--- config.mk ---
export PLATFORM = sky130hd
export DESIGN_NAME = pslh_cell
export DESIGN_NICKNAME = d
export VERILOG_FILES = /design/src/rtl/pslh_pkg.sv /design/src/rtl/pslh_cell.sv
export SDC_FILE = /design/constraint.sdc
export NUM_CORES = 1
export LEC_CHECK = 0
export BUFFER_PORTS_ARGS = -buffer_cell sky130_fd_sc_hd__clkbuf_2
export CAP_MARGIN = 10
export CORE_UTILIZATION = 54
export CTS_CLUSTER_DIAMETER = 30
export DETAILED_ROUTE_END_ITERATION = 16
export HOLD_SLACK_MARGIN = 0.1
export PLACE_DENSITY = 0.93
export SETUP_SLACK_MARGIN = 0.02
export SYNTH_ARGS = -nofsm -noshare
export SYNTH_HDL_FRONTEND = slang
export SYNTH_SLANG_ARGS = --single-unit
--- constraint.sdc ---
create_clock -name clock -period 4.8 [get_ports clock]
set_input_delay 0.48 -clock clock [delete_from_list [all_inputs] [get_ports clock]]
set_output_delay 0.48 -clock clock [all_outputs]
set_load 0.01 [all_outputs]
--- src/rtl/pslh_pkg.sv ---
package pslh_pkg;

   // Defaults for the top-level parameters.
   localparam int unsigned MAX_POINTS_DEF   = 4096;
   localparam int unsigned CORDIC_STEPS_DEF = 16;

   // Field widths of the point and result beats.
   localparam int unsigned COORD_W = 24;
   localparam int unsigned IDX_W   = 12;
   localparam int unsigned LEN_W   = 25;
   localparam int unsigned HEAD_W  = 15;
   localparam int unsigned SUM_W   = 37;

   // Datapath widths. A coordinate difference needs one bit more than a
   // coordinate; the sum of two squared differences stays below 2^49.
   localparam int unsigned DIFF_W = COORD_W + 1;
   localparam int unsigned SQ_W   = 2 * COORD_W;
   localparam int unsigned RAD_W  = 50;
   localparam int unsigned CRD_W  = 36;
   localparam int unsigned ANG_W  = 28;

   // One square-root bit is settled per cell, so the row has one cell per
   // root bit; this also covers the longest CORDIC pass of 24 iterations.
   localparam int unsigned SQRT_STEPS = 25;
   localparam int unsigned NUM_CELLS  = SQRT_STEPS;

   // Results that may be outstanding between issue and the result port.
   localparam int unsigned QUEUE_DEPTH = 4;

   // Angles: pi in Q.24 radians and in Q3.12 radians.
   localparam logic signed [ANG_W-1:0] PI_Q24 = 28'sd52707179;
   localparam logic signed [ANG_W-1:0] PI_Q12 = 28'sd12868;

   typedef enum logic {
      ST_ACCEPT,
      ST_CLOSE
   } state_type;

   // Bookkeeping that travels with a segment through the pipeline.
   typedef struct packed {
      logic [IDX_W-1:0] idx;
      logic             last;
      logic             fresh;
      logic             zero;
   } tag_type;

   // Working values of the square root and of the CORDIC vectoring pass.
   typedef struct packed {
      logic [RAD_W-1:0]        rem;
      logic [RAD_W-1:0]        root;
      logic signed [CRD_W-1:0] x;
      logic signed [CRD_W-1:0] y;
      logic signed [ANG_W-1:0] z;
   } cell_data_type;

   typedef struct packed {
      logic [IDX_W-1:0]         idx;
      logic [LEN_W-1:0]         len;
      logic signed [HEAD_W-1:0] heading;
      logic [SUM_W-1:0]         total;
      logic                     last;
   } result_type;

   // Arctangent of 2^-step in Q.24 radians, rounded to nearest.
   function automatic logic signed [ANG_W-1:0] atan_entry(input int unsigned step);
      logic signed [ANG_W-1:0] val;
      case (step)
         0:  val = 28'sd13176795;
         1:  val = 28'sd7778716;
         2:  val = 28'sd4110060;
         3:  val = 28'sd2086331;
         4:  val = 28'sd1047214;
         5:  val = 28'sd524117;
         6:  val = 28'sd262123;
         7:  val = 28'sd131069;
         8:  val = 28'sd65536;
         9:  val = 28'sd32768;
         10: val = 28'sd16384;
         11: val = 28'sd8192;
         12: val = 28'sd4096;
         13: val = 28'sd2048;
         14: val = 28'sd1024;
         15: val = 28'sd512;
         16: val = 28'sd256;
         17: val = 28'sd128;
         18: val = 28'sd64;
         19: val = 28'sd32;
         20: val = 28'sd16;
         21: val = 28'sd8;
         22: val = 28'sd4;
         23: val = 28'sd2;
         default: val = '0;
      endcase
      return val;
   endfunction

endpackage

--- src/rtl/pslh_cell.sv ---
module pslh_cell #(
   parameter int unsigned IDX          = 0,
   parameter int unsigned CORDIC_STEPS = pslh_pkg::CORDIC_STEPS_DEF
) (
   input  logic                      clock,
   input  logic                      reset,
   input  logic                      in_valid,
   input  pslh_pkg::tag_type         in_tag,
   input  pslh_pkg::cell_data_type   in_data,
   output logic                      out_valid,
   output pslh_pkg::tag_type         out_tag,
   output pslh_pkg::cell_data_type   out_data
);
   localparam int unsigned RAD_W    = pslh_pkg::RAD_W;
   localparam int unsigned CRD_W    = pslh_pkg::CRD_W;
   localparam int unsigned ANG_W    = pslh_pkg::ANG_W;
   localparam int unsigned SQ_SHIFT = 2 * (pslh_pkg::SQRT_STEPS - 1 - IDX);
   localparam logic [RAD_W-1:0] SQ_BIT = {{(RAD_W-1){1'b0}}, 1'b1} << SQ_SHIFT;
   localparam logic              CRD_ON = (IDX < CORDIC_STEPS);
   localparam logic signed [ANG_W-1:0] ATAN = pslh_pkg::atan_entry(IDX);

   logic [RAD_W:0]           trial;
   logic signed [CRD_W-1:0]  x_cur;
   logic signed [CRD_W-1:0]  y_cur;
   logic signed [CRD_W-1:0]  x_sh;
   logic signed [CRD_W-1:0]  y_sh;
   logic                     valid_ff;
   pslh_pkg::tag_type        tag_ff;
   pslh_pkg::cell_data_type  data_ff;
   pslh_pkg::cell_data_type  data_in;

   always_comb begin
      data_in = in_data;

      // One bit of the integer square root.
      trial = {1'b0, in_data.root} + {1'b0, SQ_BIT};
      if ({1'b0, in_data.rem} >= trial) begin
         data_in.rem  = in_data.rem - trial[RAD_W-1:0];
         data_in.root = (in_data.root >> 1) + SQ_BIT;
      end else begin
         data_in.root = in_data.root >> 1;
      end

      // One CORDIC vectoring iteration; a zero y rotates as if positive.
      x_cur = in_data.x;
      y_cur = in_data.y;
      x_sh  = x_cur >>> IDX;
      y_sh  = y_cur >>> IDX;
      if (CRD_ON) begin
         if (!y_cur[CRD_W-1]) begin
            data_in.x = x_cur + y_sh;
            data_in.y = y_cur - x_sh;
            data_in.z = in_data.z + ATAN;
         end else begin
            data_in.x = x_cur - y_sh;
            data_in.y = y_cur + x_sh;
            data_in.z = in_data.z - ATAN;
         end
      end
   end

   always_ff @(posedge clock) begin
      if (reset) begin
         valid_ff <= 1'b0;
      end else begin
         valid_ff <= in_valid;
      end
   end

   always_ff @(posedge clock) begin
      tag_ff  <= in_tag;
      data_ff <= data_in;
   end

   assign out_valid = valid_ff;
   assign out_tag   = tag_ff;
   assign out_data  = data_ff;

endmodule

Word-level counts from Yosys, hierarchy flattened

Cells that the tools add are included.
Widths: inputs -> output; s select.

Add/sub/neg operators: 8
Magnitude comparators: 1
Muxes and demuxes: 3

Operator list:

| kind                   | count |
|---|---|
| $mux 100               | 1 |
| $sub 36x36->36         | 2 |
| $add 50x49->51 const B | 1 |
| $ge 50x51->1           | 1 |
| $add 49x49->50 const B | 1 |
| $mux 50                | 1 |
| $sub 50x50->50         | 1 |
| $mux 49                | 1 |
| $add 36x36->36         | 1 |
| $add 28x25->28 const B | 1 |
| $sub 28x25->28 const B | 1 |

Flip-flop bits (word level): 216
Input port bits: 218
Word-level logic and storage cells: 23
Output and inout bits: 216

Depth between registers and ports, before layout

Word-level depth: 3
Depth in mapped cells: 16
Depth with buffers taken out: 15

Worst setup path after synthesis

OpenSTA, ideal clock, no wires.

Path kind: input -> register
From: input in_data[63] (netlist name)
To: register data_ff (netlist bit out_data[27])
Arrival time: 3.662 ns
Setup time: 0.072 ns
Path buffers: 1
Setup slack: 1.066 ns
Data required time: 4.728 ns
Cell stages on the path: 14
Cells stage by stage: clkinv_1 > clkbuf_1 > ha_1 > a21o_1 > a22oi_1 > nand2b_1 > a221o_1 > a311oi_1 > o31ai_1 > o31ai_1 > o31ai_1 > a21o_1 > a21oi_1 > xnor2_1

RTL lines:

| element              | line            | RTL |
|---|---|---|
| from (decl)          | pslh_cell.sv:9  | `input pslh_pkg::cell_data_type in_data,` |
| to (signal assigned) | pslh_cell.sv:72 | `data_ff <= data_in;` |
| to (decl)            | pslh_cell.sv:29 | `pslh_pkg::cell_data_type data_ff;` |

==> impl_metrics.yaml <==
status:
  status: "finished, final reports clean"
route:
  routedWlPerCell_um: 22.6
  vias: 17000
  first_pass_iters: 12
  post-route-drc-count: 0
  drt_iter0_drc: 2073
  viasPerCell: 6.18
  drt_wl_total_mm: 62.2
  ant_nets: 0
cells_and_area:
  nets: 2743
  drive_above_1_share: 0.254
  area_growth_pct: 30.8
  final_area_um2: 20000
global_routing:
  grt_use_met3: 0.163
  antenna_found_initial: 11
  met1_usage: 0.444
  grt_overflow: 0
  grt-busiest-layer: "met2"
  grt_pass1_wl_mm: 92.7
  grt_pass1_vias: 16700
  met2_usage: 0.661
  grt_start_max_net_pins: 84
  track_usage: 0.415
clock_tree:
  cts_hold_buf: 60
  cts-root-buf: "clkbuf_16"
  ctsResizeCount: 0
  cts.clk_slew.worst_paths_ns: 0.05
  clk_path_buf_depth: 3
  h-tree-depth: 2
  cts_tree: "built"
  cts_buffers: 48
  post-cts-setup-buffers: 0
  cts_sinks: 215
floorplanning:
  core_um2: 27900
  rows: 61
  die_w_um: 170
  die_h_um: 170
  die-area_um2: 29000
  start_util: 0.549
  pin_count: 434
synthesis:
  synth_edf_count: 0
  synth_warnings: 0
  avgSynthCellArea_um2: 8.26
  ys_async_sr_fraction: 0
  synth.distinct_cells: 80
  yosysSeqAreaShare: 0.281
  synth_top_flop_cell: "dfxtp_1"
  syn_nets: 2262
  postSynthRegisterBits: 215
  netlist_area_um2: 15300
  netlist_instances: 1853
timing:
  timing.final.crit_share: 0.948
  slew_headroom: 0.309
  worst_slew_pin_slew_ns: 1.01
  hold_ws_ns: 0.127
  fin_crit_ns: 4.55
  slew_viol_final: 0
  max_freq_mhz: 220
  hold_viol: 0
  final-setup-viol-count: 0
  setup_tns_ns: 0
  rsz0062_at_grt: "false"
place:
  portBuffers: 433
  hpwlAfterDp_mm: 41.4
  post_dp_cell_area_um2: 17700
  gp_congestion: 1.08
setup_path:
  critical_path.max_fanout: 7
  end_kind: "flip-flop"
  cp_data_arrival_time_ns: 4.98
  required_ns: 5.23
  start_kind: "primary input"
  criticalPathCategory: "primary input to flip-flop"
power:
  powerDensity_nw_per_um2: 402
  ir_drop_mv: 0.296
  power.leakage_nw: 9.89
min_path:
  hold_class: "primary input to flip-flop"
flow_run:
  drv_cap: 0
==> synthesized netlist by cell type, types with 13 or more instances <==
library cell / instances / area, um2
a21oi_1: 224 / 1120
dfxtp_1: 215 / 4300
ha_1: 186 / 2330
inv_1: 167 / 627
nor2_1: 142 / 533
o21ai_0: 115 / 576
xnor2_1: 102 / 893
nand2_1: 79 / 297
a21o_1: 63 / 473
o21bai_1: 44 / 330
clkbuf_1: 41 / 154
mux2_2: 37 / 417
xor2_1: 36 / 315
nor3_1: 29 / 145
nand2b_1: 26 / 163
mux2i_1: 25 / 250
nand3_1: 24 / 120
nand4_1: 22 / 138
nor2b_1: 22 / 138
a31oi_1: 15 / 93.8
o211ai_1: 15 / 113
o31ai_1: 13 / 97.6
==> layout make-up <==
cell class                      instances  area (um2)
Antenna cell                            4        10.0
Clock buffer                           51        1250
Clock inverter                         39         455
Fill cell                            1947        7850
Inverter                              172         646
Multi-Input combinational cell       1394       10000
Sequential cell                       215        4300
Tap cell                              378         473
Timing Repair Buffer                  503        2850
==> path summary, 6_finish.rpt <==
check | startpoint | endpoint | cells past startpoint
worst max-delay path | in_data[108] | out_data[192] | 15
worst min-delay path | in_data[148] | out_data[147] | 1
==> per-layer routing <==
metal	routed length (um)	vias to the layer above
met4	4970	12
met1	22000	7822
met5	84	-
li1	-	7485
met2	27700	1326
met3	7440	386
==> layout by cell type, fill, tap and decap left out, types with 10 or more instances in the layout <==
master / instances
a211oi_1: 12
a21o_1: 63
a21oi_1: 224
a31oi_1: 15
clkbuf_16: 49
clkbuf_2: 432
dfxtp_1: 215
dlygate4sd3_1: 61
ha_1: 186
inv_1: 167
mux2_2: 37
mux2i_1: 25
nand2_1: 79
nand2b_1: 26
nand3_1: 24
nand4_1: 22
nor2_1: 142
nor2b_1: 22
nor3_1: 29
nor4_1: 12
o211ai_1: 15
o21a_1: 11
o21ai_0: 115
o21bai_1: 44
o31ai_1: 13
or2_2: 10
xnor2_1: 102
xor2_1: 36
==> stage by stage <==
step                       util  instances  total power, mW  setup WS (ns)
after floorplan               -       1853             3.58           1.07
after global placement    0.635       2601             4.36          0.732
after detailed placement  0.635       2601             4.40          0.600
after CTS                 0.718       2751             7.87          0.592
after global routing      0.718       2754             8.30          0.210
final                     0.718       2756             8.05          0.251
==> worst max-delay path, stage by stage <==
cell and delay [ns]:
dlygate4sd3_1 0.53, clkbuf_2 0.13, inv_1 0.06, ha_1 0.46, nand4_1 0.23, nor2_1 0.25, o211ai_1 0.18, a2111oi_0 0.90
o21ai_1 0.24, or3_1 0.39, o211ai_1 0.16, and4_1 0.33, a21boi_0 0.15, xnor2_1 0.17, mux2_1 0.31
==> where the power goes <==
part           leakage (nW)  internal [mW]  switching, mW
logic                  7.26          0.934           1.44
registers              1.81           2.10          0.130
clock network         0.815           2.22           1.23
==> state kept, by name, indices dropped and copies added, names as in the netlist <==
register / count
out_data: 199
out_valid: 1
out_tag: 15
==> kinds of logic after synthesis <==
group / Yosys count / synth area share
compound gates: 594 / 0.244
xor+xnor: 138 / 0.0790
fa+ha+maj: 191 / 0.159
buf+inv: 244 / 0.0635
flops: 215 / 0.281
mux: 68 / 0.0480
simple gates: 403 / 0.126
(Power assumes the default switching activity.)
