**src/rtl/pslh_pkg.sv**
```systemverilog
package pslh_pkg;

   // Defaults for the top-level parameters.
   localparam int unsigned MAX_POINTS_DEF   = 4096;
   localparam int unsigned CORDIC_STEPS_DEF = 16;

   // Field widths of the point and result beats.
   localparam int unsigned COORD_W = 24;
   localparam int unsigned IDX_W   = 12;
   localparam int unsigned LEN_W   = 25;
   localparam int unsigned HEAD_W  = 15;
   localparam int unsigned SUM_W   = 37;

   // Datapath widths. A coordinate difference needs one bit more than a
   // coordinate; the sum of two squared differences stays below 2^49.
   localparam int unsigned DIFF_W = COORD_W + 1;
   localparam int unsigned SQ_W   = 2 * COORD_W;
   localparam int unsigned RAD_W  = 50;
   localparam int unsigned CRD_W  = 36;
   localparam int unsigned ANG_W  = 28;

   // One square-root bit is settled per cell, so the row has one cell per
   // root bit; this also covers the longest CORDIC pass of 24 iterations.
   localparam int unsigned SQRT_STEPS = 25;
   localparam int unsigned NUM_CELLS  = SQRT_STEPS;

   // Results that may be outstanding between issue and the result port.
   localparam int unsigned QUEUE_DEPTH = 4;

   // Angles: pi in Q.24 radians and in Q3.12 radians.
   localparam logic signed [ANG_W-1:0] PI_Q24 = 28'sd52707179;
   localparam logic signed [ANG_W-1:0] PI_Q12 = 28'sd12868;

   typedef enum logic {
      ST_ACCEPT,
      ST_CLOSE
   } state_type;

   // Bookkeeping that travels with a segment through the pipeline.
   typedef struct packed {
      logic [IDX_W-1:0] idx;
      logic             last;
      logic             fresh;
      logic             zero;
   } tag_type;

   // Working values of the square root and of the CORDIC vectoring pass.
   typedef struct packed {
      logic [RAD_W-1:0]        rem;
      logic [RAD_W-1:0]        root;
      logic signed [CRD_W-1:0] x;
      logic signed [CRD_W-1:0] y;
      logic signed [ANG_W-1:0] z;
   } cell_data_type;

   typedef struct packed {
      logic [IDX_W-1:0]         idx;
      logic [LEN_W-1:0]         len;
      logic signed [HEAD_W-1:0] heading;
      logic [SUM_W-1:0]         total;
      logic                     last;
   } result_type;

   // Arctangent of 2^-step in Q.24 radians, rounded to nearest.
   function automatic logic signed [ANG_W-1:0] atan_entry(input int unsigned step);
      logic signed [ANG_W-1:0] val;
      case (step)
         0:  val = 28'sd13176795;
         1:  val = 28'sd7778716;
         2:  val = 28'sd4110060;
         3:  val = 28'sd2086331;
         4:  val = 28'sd1047214;
         5:  val = 28'sd524117;
         6:  val = 28'sd262123;
         7:  val = 28'sd131069;
         8:  val = 28'sd65536;
         9:  val = 28'sd32768;
         10: val = 28'sd16384;
         11: val = 28'sd8192;
         12: val = 28'sd4096;
         13: val = 28'sd2048;
         14: val = 28'sd1024;
         15: val = 28'sd512;
         16: val = 28'sd256;
         17: val = 28'sd128;
         18: val = 28'sd64;
         19: val = 28'sd32;
         20: val = 28'sd16;
         21: val = 28'sd8;
         22: val = 28'sd4;
         23: val = 28'sd2;
         default: val = '0;
      endcase
      return val;
   endfunction

endpackage

```
**src/rtl/pslh_prep.sv**
```systemverilog
module pslh_prep (
   input  logic                                   clock,
   input  logic                                   reset,
   input  logic                                   in_valid,
   input  logic signed [pslh_pkg::DIFF_W-1:0]     in_dx,
   input  logic signed [pslh_pkg::DIFF_W-1:0]     in_dy,
   input  pslh_pkg::tag_type                      in_tag,
   output logic                                   out_valid,
   output pslh_pkg::tag_type                      out_tag,
   output pslh_pkg::cell_data_type                out_data
);
   localparam int unsigned COORD_W = pslh_pkg::COORD_W;
   localparam int unsigned DIFF_W  = pslh_pkg::DIFF_W;
   localparam int unsigned SQ_W    = pslh_pkg::SQ_W;
   localparam int unsigned RAD_W   = pslh_pkg::RAD_W;
   localparam int unsigned CRD_W   = pslh_pkg::CRD_W;
   localparam int unsigned ANG_W   = pslh_pkg::ANG_W;

   logic signed [DIFF_W-1:0] neg_dx;
   logic signed [DIFF_W-1:0] neg_dy;
   logic signed [DIFF_W-1:0] y_sel;
   logic [COORD_W-1:0]       mag_x;
   logic [COORD_W-1:0]       mag_y;
   logic                     flip;

   logic                     s1_valid_ff;
   pslh_pkg::tag_type        s1_tag_ff;
   pslh_pkg::tag_type        s1_tag_in;
   logic [SQ_W-1:0]          s1_sqx_ff;
   logic [SQ_W-1:0]          s1_sqx_in;
   logic [SQ_W-1:0]          s1_sqy_ff;
   logic [SQ_W-1:0]          s1_sqy_in;
   logic signed [CRD_W-1:0]  s1_x_ff;
   logic signed [CRD_W-1:0]  s1_x_in;
   logic signed [CRD_W-1:0]  s1_y_ff;
   logic signed [CRD_W-1:0]  s1_y_in;
   logic signed [ANG_W-1:0]  s1_z_ff;
   logic signed [ANG_W-1:0]  s1_z_in;

   logic                     s2_valid_ff;
   pslh_pkg::tag_type        s2_tag_ff;
   pslh_pkg::cell_data_type  s2_data_ff;
   pslh_pkg::cell_data_type  s2_data_in;

   // Magnitudes for the squares, and the CORDIC start vector. A vector that
   // points left is turned by pi so the iterations start in the right half.
   always_comb begin
      neg_dx    = -in_dx;
      neg_dy    = -in_dy;
      flip      = in_dx[DIFF_W-1];
      mag_x     = flip ? neg_dx[COORD_W-1:0] : in_dx[COORD_W-1:0];
      mag_y     = in_dy[DIFF_W-1] ? neg_dy[COORD_W-1:0] : in_dy[COORD_W-1:0];
      y_sel     = flip ? neg_dy : in_dy;
      s1_sqx_in = mag_x * mag_x;
      s1_sqy_in = mag_y * mag_y;
      s1_x_in   = {{(CRD_W-COORD_W-8){1'b0}}, mag_x, 8'h00};
      s1_y_in   = {{(CRD_W-DIFF_W-8){y_sel[DIFF_W-1]}}, y_sel, 8'h00};
      if (flip) begin
         s1_z_in = in_dy[DIFF_W-1] ? -pslh_pkg::PI_Q24 : pslh_pkg::PI_Q24;
      end else begin
         s1_z_in = '0;
      end
      s1_tag_in      = in_tag;
      s1_tag_in.zero = (in_dx == '0) && (in_dy == '0);
   end

   // Sum of squares starts the root; the root itself starts at zero.
   always_comb begin
      s2_data_in.rem  = RAD_W'(s1_sqx_ff) + RAD_W'(s1_sqy_ff);
      s2_data_in.root = '0;
      s2_data_in.x    = s1_x_ff;
      s2_data_in.y    = s1_y_ff;
      s2_data_in.z    = s1_z_ff;
   end

   always_ff @(posedge clock) begin
      if (reset) begin
         s1_valid_ff <= 1'b0;
         s2_valid_ff <= 1'b0;
      end else begin
         s1_valid_ff <= in_valid;
         s2_valid_ff <= s1_valid_ff;
      end
   end

   always_ff @(posedge clock) begin
      s1_tag_ff  <= s1_tag_in;
      s1_sqx_ff  <= s1_sqx_in;
      s1_sqy_ff  <= s1_sqy_in;
      s1_x_ff    <= s1_x_in;
      s1_y_ff    <= s1_y_in;
      s1_z_ff    <= s1_z_in;
      s2_tag_ff  <= s1_tag_ff;
      s2_data_ff <= s2_data_in;
   end

   assign out_valid = s2_valid_ff;
   assign out_tag   = s2_tag_ff;
   assign out_data  = s2_data_ff;

endmodule

```
**config.mk**
```make
export PLATFORM = sky130hd
export DESIGN_NAME = pslh_prep
export DESIGN_NICKNAME = d
export VERILOG_FILES = /design/src/rtl/pslh_pkg.sv /design/src/rtl/pslh_prep.sv
export SDC_FILE = /design/constraint.sdc
export NUM_CORES = 2
export LEC_CHECK = 0
export BUFFER_PORTS_ARGS = -buffer_cell sky130_fd_sc_hd__buf_2
export CORE_UTILIZATION = 45
export DETAILED_ROUTE_END_ITERATION = 12
export MAX_ROUTING_LAYER = met4
export PLACE_DENSITY = 0.72
export SETUP_SLACK_MARGIN = 0.02
export SLEW_MARGIN = 25
export SYNTH_ARGS = -nofsm -noshare
export SYNTH_HDL_FRONTEND = slang
export SYNTH_SLANG_ARGS = --single-unit
export TNS_END_PERCENT = 100
```
**constraint.sdc**
```tcl
create_clock -name clock -period 25.2 [get_ports clock]
set_input_delay 5.04 -clock clock [delete_from_list [all_inputs] [get_ports clock]]
set_output_delay 5.04 -clock clock [all_outputs]
set_load 0.05 [all_outputs]
```
# ---- Word-level counts from Yosys, hierarchy flattened
# Index checks and enable logic that the tools add are counted.
dict set report word_totals {
  n_memories 0
  elab_cells 31
  ramBits 0
  ff_bits 331
  mem_bits_ro 0
  out_inout_bits 216
  inputBits 68
  latchBits 0
}
dict set report op_classes {
  n_shift 0
  div_mod_pow 0
  multipliers 2
  n_reduce_logical 3
  eq_ne 0
  addsub 3
  mux 4
  magnitude_cmp 0
  n_bitwise 0
}
# operator n
set op_table {}
lappend op_table {{multiplier 24 x 24 -> 48 bit} 2}
lappend op_table {{zero test 25 bit} 2}
lappend op_table {{adder 48 x 48 -> 49 bit} 1}
lappend op_table {{two-way mux 24 bit} 2}
lappend op_table {{two-way mux 28 bit} 1}
lappend op_table {{two-way mux 25 bit} 1}
lappend op_table {{negator 25 bit} 1}
lappend op_table {{negator 24 bit} 1}
lappend op_table {{logical AND 1 bit} 1}

# ---- Logic depth before layout (Yosys ltp)
dict set report logic_depth {
  depth_word 3
  mapped_depth 42
  depth_no_buf 37
}

# ---- Least setup slack after synthesis
# Ideal clock, no wire load.
dict set report synth_path {
  path_kind {input -> register}
  start {in in_dy[0] (netlist name)}
  end {reg s1_sqy_ff[47]}
  setup_time_ns 0.072
  required_ns 25.128
  path_slack_ns 10.584
  arrival_time_ns 14.544
  path_buffers 4
  path_stages 37
  path_cell_list {clkbuf_1 > inv_1 > clkbuf_1 > ha_1 > or3b_1 > or3_1 > or3_1 > buf_2 > or3b_4 > or3_1 > nand2_1 > xor2_2 > inv_2 > clkbuf_1 > nand2_1 > fa_1 > inv_1 > fa_1 > fa_1 > inv_1 > fa_1 > inv_1 > fa_1 > fa_1 > fa_1 > ha_1 > inv_1 > nor3_1 > nand3_1 > a211oi_1 > a311oi_1 > o31ai_1 > o2111ai_1 > o21ai_0 > a211oi_1 > o21bai_1 > xnor2_1}
}
dict set report synth_between {
  elab_chain_cells 3
}
# item line
set synth_rtl {}
lappend synth_rtl {{start, declared} pslh_prep.sv:6} ;# input logic signed [pslh_pkg::DIFF_W-1:0] in_dy,
lappend synth_rtl {{negator 25 bit} pslh_prep.sv:49} ;# neg_dy = -in_dy;
lappend synth_rtl {{two-way mux 24 bit *} pslh_prep.sv:52} ;# mag_y = in_dy[DIFF_W-1] ? neg_dy[COORD_W-1:0] : in_dy[COORD_W-1:0];
lappend synth_rtl {{multiplier 24 x 24 -> 48 bit *} pslh_prep.sv:55} ;# s1_sqy_in = mag_y * mag_y;
lappend synth_rtl {{via s1_sqy_in[47]} pslh_prep.sv:32} ;# logic [SQ_W-1:0] s1_sqy_in;
lappend synth_rtl {{end signal, assigned} pslh_prep.sv:89} ;# s1_sqy_ff <= s1_sqy_in;
lappend synth_rtl {{end, declared} pslh_prep.sv:31} ;# logic [SQ_W-1:0] s1_sqy_ff;
# Mark *: on every way through the listed nets, which the timed path passes. The rest lies on a longest branch.
# A chain may end at the register's enable or synchronous reset.

# ---- Final worst setup path
# Same ends and word-level chain as after synthesis.

==> results.yml <==
setup_path:
  worstSetupEndpointType: "flop"
  rrSetupSlack_ps: 21140
  critical_path.startpoint_type: "input pin"
  worst-endpoint-arrival_ps: 16140
  critPathMaxFanout: 13
  worst_path_max_delay_cell: "sky130_fd_sc_hd__o31ai_1"
  criticalPathCategory: "in -> reg"
  worst-endpoint-required_ps: 25760
  cpPeakStageDelay_ps: 740
  r2r_cells: 12
yosys:
  postSynthAreaPerCell_sq_um: 9.33
  synth_async_sr_flop_share_pct: 0
  yosysSeqAreaShare_pct: 13.5
  synth_cell_type_count: 75
  ys.warnings.count: 0
  synth_seq_cells: 277
  synth_area_sq_um: 41000
  syn_inst: 4389
  postSynth.topFlopCell: "sky130_fd_sc_hd__dfxtp_1"
  synth-edff-count: 0
sta:
  rsz0062_at_grt: "false"
  final_worst_hold_slack_ps: 322
  slew_violations: 0
  final.period_utilization_pct: 61.8
  min_period_ps: 15580
  final.setup_skew_ps: 8.77
  max_slew.worst_pin.slew_ps: 1170
  achievable-frequency_mhz: 64.2
  final-hold-violation-count: 0
  timing.slew.headroom_pct: 21.0
  tns_ps: 0
  setup_viol: 0
detailed_routing:
  wl_per_cell_microns: 17.1
  drt.antenna.violating_nets: 0
  vias_per_cell: 5.02
  drt_iter0_drc: 1768
  via_count: 28900
  final_wirelength_mm: 98.5
  firstDrtPassIters: 6
  drt_drc_violations_left: 0
clock_tree:
  clock-sinks: 277
  clock_tree.root_cell: "sky130_fd_sc_hd__clkbuf_16"
  htree_levels: 1
  tritoncts.num_buffers: 31
  postCtsHoldBufs: 0
  post_cts_resize_count: 0
  clk_pin_slew_ps: 60
  insertion_delay_ps: 630
  clock_tree_from_tritoncts: "yes"
  post-cts-setup-buffer-count: 0
  cts-root-to-sink-buffers: 3
die:
  floorplan.die_area_sq_um: 92200
  dieHeight_microns: 304
  coreArea_sq_um: 90000
  die_width_microns: 304
  floorplan.initialDensity_pct: 45.5
  placementRows: 110
  design.portCount: 284
cells_and_area:
  post-route-util_pct: 49.1
  final-instance-count-excl-fill: 5760
  drive_above_1_share_pct: 7.71
  areaGrowthSynthToFinish_pct: 7.88
  final.fill_count: 8269
  final_nets: 5857
  layout.cells.most_common: "sky130_fd_sc_hd__inv_1"
  top_library_cells_by_usage_in_the_layout_fill_and_taps_aside: "sky130_fd_sc_hd__inv_1 (1168), sky130_fd_sc_hd__fa_1 (846), sky130_fd_sc_hd__nand2_1 (409)"
grt:
  grt_first_pass_wirelength_mm: 161
  grt_overflow: 0
  grt_start_max_net_pins: 54
  globalRouteTotalUtil_pct: 22.8
  grt_pass1_vias: 30900
  antenna_found_initial: 6
run:
  drv_cap: 0
place:
  placement.io_buffers: 211
  dpl.hpwl_mm: 79.4
  gpl.final_weighted_congestion: 0.931
  placed_cells: 5699
worst_hold_path:
  min_delay_path_depth: 0
  hold_path_class: "reg -> reg"
run_status:
  outcome: "completed"
registers in the layout (all words and copies together), names as in the netlist:
name and count:
s1_y_ff 24, s1_z_ff 3, out_data 101, s1_sqx_ff 47, out_tag 15, s1_valid_ff 1, s1_x_ff 23, s1_tag_ff 15
out_valid 1, s1_sqy_ff 47
worst paths after layout:
| path | end | startpoint |
|---|---|---|
| max | s1_sqy_ff[47]$_DFF_P_ | in_dy[0] |
| min | out_data[55]$_DFF_P_ | s1_y_ff[27]$_DFF_P_ |
| max reg2reg | out_data[196]$_DFF_P_ | s1_sqx_ff[3]$_DFF_P_ |
| min reg2reg | out_data[55]$_DFF_P_ | s1_y_ff[27]$_DFF_P_ |
layer usage:
metal | share of wire, % | track usage (%) | vias up
met5 | 0 | - | -
met4 | 3.7 | 7.54 | 0
met3 | 8.1 | 3.86 | 236
met2 | 48 | 37.4 | 1075
met1 | 40 | 28.7 | 14500
li1 | - | - | 13100
Yosys cell counts (6+ instances only):
| cell type | n | area share (%) |
|---|---|---|
| sky130_fd_sc_hd__dfxtp_1 | 277 | 14 |
| sky130_fd_sc_hd__nand2_1 | 409 | 3.7 |
| sky130_fd_sc_hd__o21bai_1 | 12 | 0.22 |
| sky130_fd_sc_hd__a211oi_1 | 13 | 0.24 |
| sky130_fd_sc_hd__fa_1 | 846 | 41 |
| sky130_fd_sc_hd__clkbuf_1 | 95 | 0.87 |
| sky130_fd_sc_hd__ha_1 | 387 | 12 |
| sky130_fd_sc_hd__o21ai_0 | 61 | 0.75 |
| sky130_fd_sc_hd__xnor2_1 | 135 | 2.9 |
| sky130_fd_sc_hd__nand2b_1 | 21 | 0.32 |
| sky130_fd_sc_hd__inv_1 | 1168 | 11 |
| sky130_fd_sc_hd__a31oi_1 | 13 | 0.20 |
| sky130_fd_sc_hd__nor2b_1 | 28 | 0.43 |
| sky130_fd_sc_hd__o31ai_1 | 13 | 0.24 |
| sky130_fd_sc_hd__nor3_1 | 26 | 0.32 |
| sky130_fd_sc_hd__a21o_1 | 58 | 1.1 |
| sky130_fd_sc_hd__nor2_1 | 347 | 3.2 |
| sky130_fd_sc_hd__xor2_1 | 67 | 1.4 |
| sky130_fd_sc_hd__nand4_1 | 10 | 0.15 |
| sky130_fd_sc_hd__a21oi_1 | 111 | 1.4 |
| sky130_fd_sc_hd__buf_4 | 99 | 1.8 |
| sky130_fd_sc_hd__o211ai_1 | 7 | 0.13 |
| sky130_fd_sc_hd__nand3_1 | 26 | 0.32 |
| sky130_fd_sc_hd__or3_1 | 13 | 0.20 |
| sky130_fd_sc_hd__nor4_1 | 6 | 0.092 |
| sky130_fd_sc_hd__and2_1 | 10 | 0.15 |
| sky130_fd_sc_hd__clkinv_1 | 9 | 0.082 |
| sky130_fd_sc_hd__a21boi_0 | 9 | 0.16 |
| sky130_fd_sc_hd__and3_1 | 15 | 0.23 |
| sky130_fd_sc_hd__o21a_1 | 19 | 0.35 |
final cells by class:
type | count | area (sq um) | area share (%)
repair buffers | 265 | 1460 | 3.31
clock buffers | 39 | 846 | 1.91
well taps | 1176 | 1470 | 3.33
inverters | 1179 | 4430 | 10.0
clock inverters | 19 | 201 | 0.456
flip-flops and latches | 277 | 5550 | 12.6
multi-input cells | 2802 | 30200 | 68.4
diodes | 3 | 7.51 | 0.0170
metrics by stage:
step / setup WS, ps / area [sq um]
floorplan: 10580 / 41200
global placement: 9380 / 43100
detailed placement: 9250 / 43100
CTS: 9840 / 44200
global route: 9190 / 44200
finish: 9620 / 44200
kinds of logic after synthesis:
kind of cell               count (synthesis)  synth area share [%]
adders and majority gates               1233                  53.2
and+or+nand+nor                          936                  9.64
other                                      1               0.00916
buffers and inverters                   1380                  13.6
muxes                                      3                0.0764
AOI/OAI and AO/OA                        354                  5.52
xor gates and xnor gates                 205                  4.47
DFF                                      277                  13.5
critical path: cells and delay by family:
kind,cells,cell delay [ps]
AND/OR/NAND/NOR,10,2870
XOR/XNOR,2,210
buffers and inverters,9,1380
adder cells (fa/ha/maj),9,4160
AO/OA/AOI/OAI,7,2450
Power is not shown: default switching activity piles up to over one toggle a cycle in this logic, so the estimate is an artifact.
