<file path="config.mk">
export PLATFORM = sky130hd
export DESIGN_NAME = pslh_queue
export DESIGN_NICKNAME = d
export VERILOG_FILES = /design/src/rtl/pslh_pkg.sv /design/src/rtl/pslh_queue.sv
export SDC_FILE = /design/constraint.sdc
export NUM_CORES = 1
export LEC_CHECK = 0
export BUFFER_PORTS_ARGS = -buffer_cell sky130_fd_sc_hd__buf_2
export CAP_MARGIN = 15
export CELL_PAD_IN_SITES_DETAIL_PLACEMENT = 0
export CELL_PAD_IN_SITES_GLOBAL_PLACEMENT = 1
export CORE_MARGIN = 5
export CORE_UTILIZATION = 30
export DETAILED_ROUTE_END_ITERATION = 12
export GPL_TIMING_DRIVEN = 0
export PLACE_DENSITY = 0.55
export SLEW_MARGIN = 20
export SYNTH_ARGS = -nofsm -noshare
export SYNTH_HDL_FRONTEND = slang
export SYNTH_SLANG_ARGS = --single-unit
</file>
<file path="constraint.sdc">
create_clock -name clock -period 2.8 [get_ports clock]
set_input_delay 0.28 -clock clock [delete_from_list [all_inputs] [get_ports clock]]
set_output_delay 0.28 -clock clock [all_outputs]
set_load 0.01 [all_outputs]
</file>
<file path="src/rtl/pslh_pkg.sv">
package pslh_pkg;

   // Defaults for the top-level parameters.
   localparam int unsigned MAX_POINTS_DEF   = 4096;
   localparam int unsigned CORDIC_STEPS_DEF = 16;

   // Field widths of the point and result beats.
   localparam int unsigned COORD_W = 24;
   localparam int unsigned IDX_W   = 12;
   localparam int unsigned LEN_W   = 25;
   localparam int unsigned HEAD_W  = 15;
   localparam int unsigned SUM_W   = 37;

   // Datapath widths. A coordinate difference needs one bit more than a
   // coordinate; the sum of two squared differences stays below 2^49.
   localparam int unsigned DIFF_W = COORD_W + 1;
   localparam int unsigned SQ_W   = 2 * COORD_W;
   localparam int unsigned RAD_W  = 50;
   localparam int unsigned CRD_W  = 36;
   localparam int unsigned ANG_W  = 28;

   // One square-root bit is settled per cell, so the row has one cell per
   // root bit; this also covers the longest CORDIC pass of 24 iterations.
   localparam int unsigned SQRT_STEPS = 25;
   localparam int unsigned NUM_CELLS  = SQRT_STEPS;

   // Results that may be outstanding between issue and the result port.
   localparam int unsigned QUEUE_DEPTH = 4;

   // Angles: pi in Q.24 radians and in Q3.12 radians.
   localparam logic signed [ANG_W-1:0] PI_Q24 = 28'sd52707179;
   localparam logic signed [ANG_W-1:0] PI_Q12 = 28'sd12868;

   typedef enum logic {
      ST_ACCEPT,
      ST_CLOSE
   } state_type;

   // Bookkeeping that travels with a segment through the pipeline.
   typedef struct packed {
      logic [IDX_W-1:0] idx;
      logic             last;
      logic             fresh;
      logic             zero;
   } tag_type;

   // Working values of the square root and of the CORDIC vectoring pass.
   typedef struct packed {
      logic [RAD_W-1:0]        rem;
      logic [RAD_W-1:0]        root;
      logic signed [CRD_W-1:0] x;
      logic signed [CRD_W-1:0] y;
      logic signed [ANG_W-1:0] z;
   } cell_data_type;

   typedef struct packed {
      logic [IDX_W-1:0]         idx;
      logic [LEN_W-1:0]         len;
      logic signed [HEAD_W-1:0] heading;
      logic [SUM_W-1:0]         total;
      logic                     last;
   } result_type;

   // Arctangent of 2^-step in Q.24 radians, rounded to nearest.
   function automatic logic signed [ANG_W-1:0] atan_entry(input int unsigned step);
      logic signed [ANG_W-1:0] val;
      case (step)
         0:  val = 28'sd13176795;
         1:  val = 28'sd7778716;
         2:  val = 28'sd4110060;
         3:  val = 28'sd2086331;
         4:  val = 28'sd1047214;
         5:  val = 28'sd524117;
         6:  val = 28'sd262123;
         7:  val = 28'sd131069;
         8:  val = 28'sd65536;
         9:  val = 28'sd32768;
         10: val = 28'sd16384;
         11: val = 28'sd8192;
         12: val = 28'sd4096;
         13: val = 28'sd2048;
         14: val = 28'sd1024;
         15: val = 28'sd512;
         16: val = 28'sd256;
         17: val = 28'sd128;
         18: val = 28'sd64;
         19: val = 28'sd32;
         20: val = 28'sd16;
         21: val = 28'sd8;
         22: val = 28'sd4;
         23: val = 28'sd2;
         default: val = '0;
      endcase
      return val;
   endfunction

endpackage

</file>
<file path="src/rtl/pslh_queue.sv">
module pslh_queue #(
   parameter int unsigned DEPTH = pslh_pkg::QUEUE_DEPTH
) (
   input  logic                   clock,
   input  logic                   reset,
   input  logic                   push,
   input  pslh_pkg::result_type   push_data,
   input  logic                   pop,
   output logic                   valid,
   output pslh_pkg::result_type   data
);
   localparam int unsigned PTR_W = (DEPTH > 1) ? $clog2(DEPTH) : 1;
   localparam int unsigned CNT_W = $clog2(DEPTH + 1);
   localparam logic [PTR_W-1:0] PTR_LAST = PTR_W'(DEPTH - 1);

   pslh_pkg::result_type entry_ff [DEPTH];
   logic [PTR_W-1:0]     wr_ptr_ff;
   logic [PTR_W-1:0]     wr_ptr_in;
   logic [PTR_W-1:0]     rd_ptr_ff;
   logic [PTR_W-1:0]     rd_ptr_in;
   logic [CNT_W-1:0]     count_ff;
   logic [CNT_W-1:0]     count_in;

   // Pointer wrap and fill level.
   always_comb begin
      wr_ptr_in = wr_ptr_ff;
      rd_ptr_in = rd_ptr_ff;
      count_in  = count_ff;
      if (push) begin
         wr_ptr_in = (wr_ptr_ff == PTR_LAST) ? '0 : wr_ptr_ff + 1'b1;
      end
      if (pop) begin
         rd_ptr_in = (rd_ptr_ff == PTR_LAST) ? '0 : rd_ptr_ff + 1'b1;
      end
      if (push && !pop) begin
         count_in = count_ff + 1'b1;
      end else if (pop && !push) begin
         count_in = count_ff - 1'b1;
      end
   end

   always_ff @(posedge clock) begin
      if (reset) begin
         wr_ptr_ff <= '0;
         rd_ptr_ff <= '0;
         count_ff  <= '0;
      end else begin
         wr_ptr_ff <= wr_ptr_in;
         rd_ptr_ff <= rd_ptr_in;
         count_ff  <= count_in;
      end
   end

   always_ff @(posedge clock) begin
      if (push) begin
         entry_ff[wr_ptr_ff] <= push_data;
      end
   end

   assign valid = (count_ff != '0);
   assign data  = entry_ff[rd_ptr_ff];

endmodule

</file>
=== Word-level counts from Yosys, hierarchy flattened ===
Memories as Yosys holds them, arrays and structs flattened. A register that Yosys moved wholly into a read port is not among the register bits.
Cells that the tools add are included.

* Reduce and logical (&&, ||, !) cells: 6
* Equal/unequal tests: 2
* Add/subtract/negate cells: 4
* Multiplexer cells: 8

{| class="wikitable"
|+ Operator list
! cell !! number
|-
| $mux 2 || 4
|-
| $mux 3 || 2
|-
| $add 2x1->2 const B || 2
|-
| $eq 2x2->1 const B || 2
|-
| $add 3x1->3 const B || 1
|-
| $reduce_bool 3->1 || 1
|-
| $sub 3x1->3 const B || 1
|-
| $logic_and 1x1->1 || 2
|-
| $logic_not 1->1 || 2
|-
| $mux 1 || 2
|-
| $reduce_bool 2->1 || 1
|}

* Bits in writable memories: 360
* Output and inout bits: 91
* Input bits: 94
* Flip-flop bits (word level): 7
* Word-level logic and storage cells: 24
* Memories: 1

{| class="wikitable"
|+ Memories
! name !! depth !! bits a word !! read ports !! clocked after Yosys merged registers in !! write ports !! line !! text
|-
| entry_ff || 4 || 90 || 1 || 1 || 1 || pslh_queue.sv:16 || <nowiki>pslh_pkg::result_type entry_ff [DEPTH];</nowiki>
|}

=== Depth between registers and ports, before layout ===
Gate-level depths: netlist (run 1).

* Depth in word-level cells: 4
* Gate-level depth with buffers: 7
* Gate-level depth less buffers: 7

=== Least setup slack after synthesis (run 1) ===
OpenSTA, ideal clock, no wires.

* Path type: register -> register
* From: reg wr_ptr_ff[0]
* To: mem entry_ff[3][0] in the netlist's numbering (enable)
* Setup slack: -0.292 ns
* Path buffers: 0
* Library setup time: 0.458 ns
* Arrival: 2.634 ns
* Data required time: 2.342 ns
* Clock period less this slack: 3.092 ns
* Cell stages (with the launch flop): 3
* Path through: dfxtp_1 ha_1 and2_1

{| class="wikitable"
|+ RTL lines
! element !! line !! text
|-
| start, declared || pslh_queue.sv:17 || <nowiki>logic [PTR_W-1:0] wr_ptr_ff;</nowiki>
|-
| start signal, assigned || pslh_queue.sv:48 || <nowiki>wr_ptr_ff <= wr_ptr_in;</nowiki>
|-
| end, declared || pslh_queue.sv:16 ||
|}

No word-level cell before the write port.

==> impl_metrics.yaml, run 1 <==
status:
  status: "completed"
setup_path:
  crit_required_ns: 2.52
  worstSetupPathType: "reg -> out"
  critPathLaunchType: "flop"
  reg2reg_from: "wr_ptr_ff[0]$_SDFFE_PP0P_"
  setup.worst_path.end_class: "output port"
  arrival_ns: 2.30
  crit_fanout: 10
timing:
  finalClockSkew_ns: 0.02176
  hold_violations: 0
  rsz0062_at_grt: "no"
  hold-worst-slack_ns: 0.09392
  report.final.slew_viol_count: 0
  fin_crit_sh_pct: 92.07
  worstMarginPinSlew_ns: 0.6868
  fin_setup_tns_ns: 0
  slew_headroom_pct: 54.15
  fmax_mhz: 387.9
  setup_viol: 0
  period_minus_slack_ns: 2.578
routing:
  drc: 0
  finalWirelength_um: 28610
  drtIter0Drc: 350
  drtPass1Iterations: 4
  antenna_left: 0
  wl_per_cell_um: 19.64
  vias: 6328
  via_per_inst: 4.343
logic_synthesis:
  yosys_warnings: 0
  synth_top_family_by_area: "multiplexers"
  ys_types: 18
  ys_seq_area_share_pct: 81.34
  synth-xor-area-share_pct: 0.1296
  synth_mux_area_share_pct: 15.30
  syn-cell-area_um2: 13510
  synth_seq_cells: 369
  syn_inst: 513
  syn_area_per_cell_um2: 26.34
  synth-adder-area-share_pct: 0.7038
  synth-simple-area-share_pct: 0.5278
  synth.net_count: 614
  synth-compound-area-share_pct: 0.1111
min_path:
  min_path_type: "in -> reg"
  min-delay-start: "pop"
power:
  p_per_area_nw_per_um2: 709.9
  comb_power_share_pct: 9.7
  vdd_drop_max_uv: 367.8
  internal_power_mw: 9.702
  p_leak_nw: 5.919
  switching_share_pct: 21.89
  switchingPower_mw: 2.719
  p_seq_share_pct: 51.4
  total_power_mw: 12.42
  p_clk_share_pct: 38.9
place:
  dp_cells: 1297
  routabilityCongestion: 0.6362
  dp_hpwl_um: 17010
  portBuffers: 184
layout:
  nFillCells: 4029
  antennaDiodeCount: 0
  syn2layout_area_growth_pct: 29.50
  layout.nets: 939
  drive_above_1_share_pct: 41.04
  stdcell_count: 1457
clock_tree:
  numCtsBuffers: 41
  cts_tree: "yes"
  clk_latency_ns: 0.55
  cts.root.buffer_cell: "clkbuf_16"
  cts-htree-levels: 2
  clock-sinks: 369
  path_clk_slew_ns: 0.06
  cts_max_path_buffers: 3
die:
  io_pins: 185
  die_h_um: 222.2
  fp.dieArea_um2: 49380
  placementRows: 77
  die_w_um: 222.2
  core-area_um2: 44410
  start_util_pct: 30.42
grt:
  grt_max_degree: 41
  antenna_found_initial: 1
  grt_overflow: 0
  grt_pass1_vias: 7098
  grtUsageTotal_pct: 11.62
  grt_pass1_wl_um: 43940
run:
  cap_violations: 0
## logic make-up after synthesis
family	count (synthesis)
AO/OA/AOI/OAI	3
buffers and inverters	24
AND/OR/NAND/NOR	14
multiplexers	94
flip-flops	369
adder cells (fa/ha/maj)	7
XOR/XNOR	2
## layer usage
metal  up-vias  share of wire, %  GRT usage (%)
met2       142                50          19.36
met1      3272                42          14.84
met3        47               5.3          3.088
met5         -             0.045              0
met4         2               2.4          3.878
li1       2865                 -              -
## synth_stat cells
cell type,count,area (um^2)
o21ai_0,1,5.000
nor3b_1,1,7.510
a21oi_1,2,10.01
dfxtp_1,9,180.2
and2_1,4,25.02
mux2i_1,4,40.04
edfxtp_1,360,10810
buf_2,9,45.04
nor2_1,7,26.28
fa_1,1,20.02
inv_1,4,15.01
buf_6,1,11.26
mux4_2,90,2027
or3_1,2,12.51
buf_1,1,3.750
xor2_1,2,17.52
buf_12,9,180.2
ha_1,6,75.07
## final timing paths
| check | endpoint | slack, ns | cells after the start |
|---|---|---|---|
| max reg2reg | entry_ff[3][62]$_DFFE_PP_ | 1.09 | 3 |
| min | rd_ptr_ff[1]$_SDFFE_PP0P_ | 0.09 | 3 |
| max | data[47] | 0.22 | 3 |
| min reg2reg | count_ff[2]$_SDFFE_PP0P_ | 0.49 | 2 |
## layout by cell type (no fill, tap or decap)
cell type / synthesis / layout
xor2_1: 2 / 2
dfxtp_1: 9 / 9
buf_16: 0 / 7
inv_6: 0 / 1
edfxtp_1: 360 / 360
o21ai_0: 1 / 1
clkbuf_1: 0 / 8
dlygate4sd3_1: 0 / 91
buf_2: 9 / 193
and2_4: 0 / 4
clkbuf_16: 0 / 43
clkinv_2: 0 / 4
ha_1: 6 / 6
mux2i_1: 4 / 4
fa_1: 1 / 1
buf_6: 1 / 1
nor2_1: 7 / 7
inv_1: 4 / 4
or3_1: 2 / 2
nor3b_1: 1 / 1
mux4_2: 90 / 90
buf_12: 9 / 10
a21oi_1: 2 / 2
clkinvlp_4: 0 / 2
clkinv_1: 0 / 12
## state kept, by name (all words and copies together), names as in the netlist, named ones only
| signal | count |
|---|---|
| count_ff | 3 |
| entry_ff | 360 |
| rd_ptr_ff | 2 |
| wr_ptr_ff | 2 |
## timing repair
item | in CTS | in global routing
buffers inserted | 0 | 0
endpoints found under the setup margin | 90 | 0
gates resized for setup | 0 | 0
hold endpoints to repair | 369 | 0
hold buffers | 91 | 0
## power groups by stage
stage | clock (mW) | sequential [mW] | combinational [mW]
finish | 4.83 | 6.39 | 1.21
global route | 5.28 | 6.40 | 1.32
CTS | 5.02 | 6.39 | 1.26
detailed placement | 0 | 6.50 | 1.16
global placement | 0 | 6.51 | 1.11
floorplan | 0 | 6.49 | 0.625
## layout make-up
cell class,instances,area (um^2),share of cell area [%]
clock buffers,51,1106,6.321
inverters,4,15.01,0.08581
repair buffers,283,2044,11.68
clock inverters,19,88.84,0.5077
plain buffers,19,236.5,1.351
flip-flops and latches,369,10990,62.81
multi-input cells,120,2276,13.01
well taps,592,740.7,4.233
## critical path, stage by stage (launching register included)
cell	delay (ns)
dfxtp_1	0.76
buf_2	0.45
mux4_2	0.36
buf_2	0.17
## per-stage QoR
step	setup WS [ns]	cell area, um^2	utilization [%]
finish	0.2222	17500	39.40
global route	0.05491	17500	39.40
CTS	0.05012	17500	39.40
detailed placement	0.4588	15400	34.66
global placement	-0.4708	15180	34.17
floorplan	0.6936	13520	-
No activity file was read; power rests on OpenSTA's default activity.
==> run 2, diff against run 1 <==
--- a/config.mk
+++ b/config.mk
@@ -7,2 +7,3 @@
 export LEC_CHECK = 0
+export ABC_CLOCK_PERIOD_IN_PS = 2800
 export BUFFER_PORTS_ARGS = -buffer_cell sky130_fd_sc_hd__buf_2
==> constraint.sdc (replaced) <==
create_clock -name clock -period 2.8 [get_ports clock]
set_input_delay 0.14 -clock clock [delete_from_list [all_inputs] [get_ports clock]]
set_output_delay 0.14 -clock clock [all_outputs]
set_load 0.01 [all_outputs]
==> run 2 against run 1 <==
- via count rose by 0.17%
- final area up 0.11%
- worst setup slack gained 0.13 ns
- critical path depth unchanged
- sequential power about the same
- final cell count rose by 0.14%
- clock skew is essentially flat
- die area unchanged
- largest cell class unchanged
- clock-buffer cell count did not move
==> impl_metrics.yaml, run 2 (synthesized netlist as in run 1, its figures left out) <==
status:
  status: "completed"
run:
  cap_violations: 0
layout:
  syn2layout_area_growth_pct: 29.65
  multi_input_area_um2: 2276
  drive_above_1_share_pct: 40.95
  nFillCells: 4024
  layout.nets: 941
  regMostFlops: "entry_ff"
  design_area_um2: 17520
  mostFrequentLayoutCells: "360 x edfxtp_1, 193 x buf_2, 93 x dlygate4sd3_1"
  seq_area_um2: 10990
  top_regs: "entry_ff (360), count_ff (3)"
  layout_commonest_cell: "edfxtp_1"
  antennaDiodeCount: 0
  largest_reg_flops: 360
grt:
  grtUsageTotal_pct: 11.62
  antenna_found_initial: 1
  grt_overflow: 0
  grt_max_degree: 41
  grt_pass1_wl_um: 43940
  grt_pass1_vias: 7097
routing:
  drtIter0Drc: 350
  antenna_left: 0
  wl_per_cell_um: 19.56
  finalWirelength_um: 28540
  drc: 0
  drtPass1Iterations: 4
  via_per_inst: 4.345
  vias: 6339
setup_path:
  setup.worst_path.end_class: "output port"
  arrival_ns: 2.30
  crit_required_ns: 2.66
  worstSetupPathType: "reg -> out"
  reg2reg_from: "wr_ptr_ff[0]$_SDFFE_PP0P_"
  crit_fanout: 10
  critPathLaunchType: "flop"
die:
  die_w_um: 222.2
  placementRows: 77
  start_util_pct: 30.42
  io_pins: 185
  core-area_um2: 44410
  die_h_um: 222.2
  fp.dieArea_um2: 49380
clock_tree:
  clk_latency_ns: 0.55
  cts_tree: "yes"
  cts-resized-gates: 0
  clock-sinks: 369
  numCtsBuffers: 41
  cts.root.buffer_cell: "clkbuf_16"
  path_clk_slew_ns: 0.06
  cts_max_path_buffers: 3
  cts-htree-levels: 2
min_path:
  min_path_type: "in -> reg"
  min-delay-start: "push_data[41]"
place:
  dp_hpwl_um: 17010
  pre_cts_ws_ns: 0.5988
  routabilityCongestion: 0.6362
  portBuffers: 184
  dpl_cell_area_um2: 15400
timing:
  finalWorstSetupSlack_ns: 0.3558
  rsz0062_at_grt: "no"
  finalClockSkew_ns: 0.02177
  period_minus_slack_ns: 2.444
  worstMarginPinSlew_ns: 0.6940
  hold_violations: 0
  slew_headroom_pct: 53.67
  fmax_mhz: 409.1
  fin_crit_sh_pct: 87.29
  hold-worst-slack_ns: 0.3466
  setup_viol: 0
  report.final.slew_viol_count: 0
power:
  vdd_drop_max_uv: 367.8
  total_power_mw: 12.42
  p_per_area_nw_per_um2: 709.2
  p_leak_nw: 5.927
==> run 2: final timing paths <==
check / end / cells after the start / slack [ns]
setup / recovery: data[47] / 3 / 0.36
hold / removal: entry_ff[0][41]$_DFFE_PP_ / 2 / 0.35
setup reg to reg: entry_ff[3][89]$_DFFE_PP_ / 3 / 1.09
hold reg to reg: count_ff[2]$_SDFFE_PP0P_ / 2 / 0.49
==> run 2: critical path, cell delays in order (launching register included) <==
cell and delay [ns]:
dfxtp_1 0.76, buf_2 0.45, mux4_2 0.36, buf_2 0.17
==> run 2: report_power, final <==
part	total, mW	switching, mW	internal (mW)
registers	6.39	0.0575	6.33
clock network	4.83	2.05	2.78
logic	1.21	0.611	0.598
==> run 2: cell type report <==
cell class / count / share of cell area, %
Sequential cell: 369 / 62.74
Clock buffer: 51 / 6.314
Multi-Input combinational cell: 120 / 12.99
Tap cell: 592 / 4.228
Inverter: 4 / 0.08571
Timing Repair Buffer: 285 / 11.78
Buffer: 19 / 1.350
Clock inverter: 19 / 0.5071
==> run 2: layer usage <==
layer	up-vias	track usage (%)	share of wire [%]
met5	-	0	0.046
met4	2	3.878	2.4
met3	47	3.088	5.4
li1	2873	-	-
met1	3275	14.85	42
met2	142	19.36	50
==> run 2: timing repair <==
action,4_1_cts,5_1_grt
hold endpoints to repair,369,0
buffers inserted,0,0
hold buffers,93,0
endpoints found under the setup margin,8,0
==> run 2: through the flow <==
step	util, %	std cells	TNS (ns)
floorplan	-	513	0
global placement	34.17	1289	-149.50
detailed placement	34.66	1297	0
CTS	39.44	1459	0
global route	39.44	1459	0
finish	39.44	1459	0
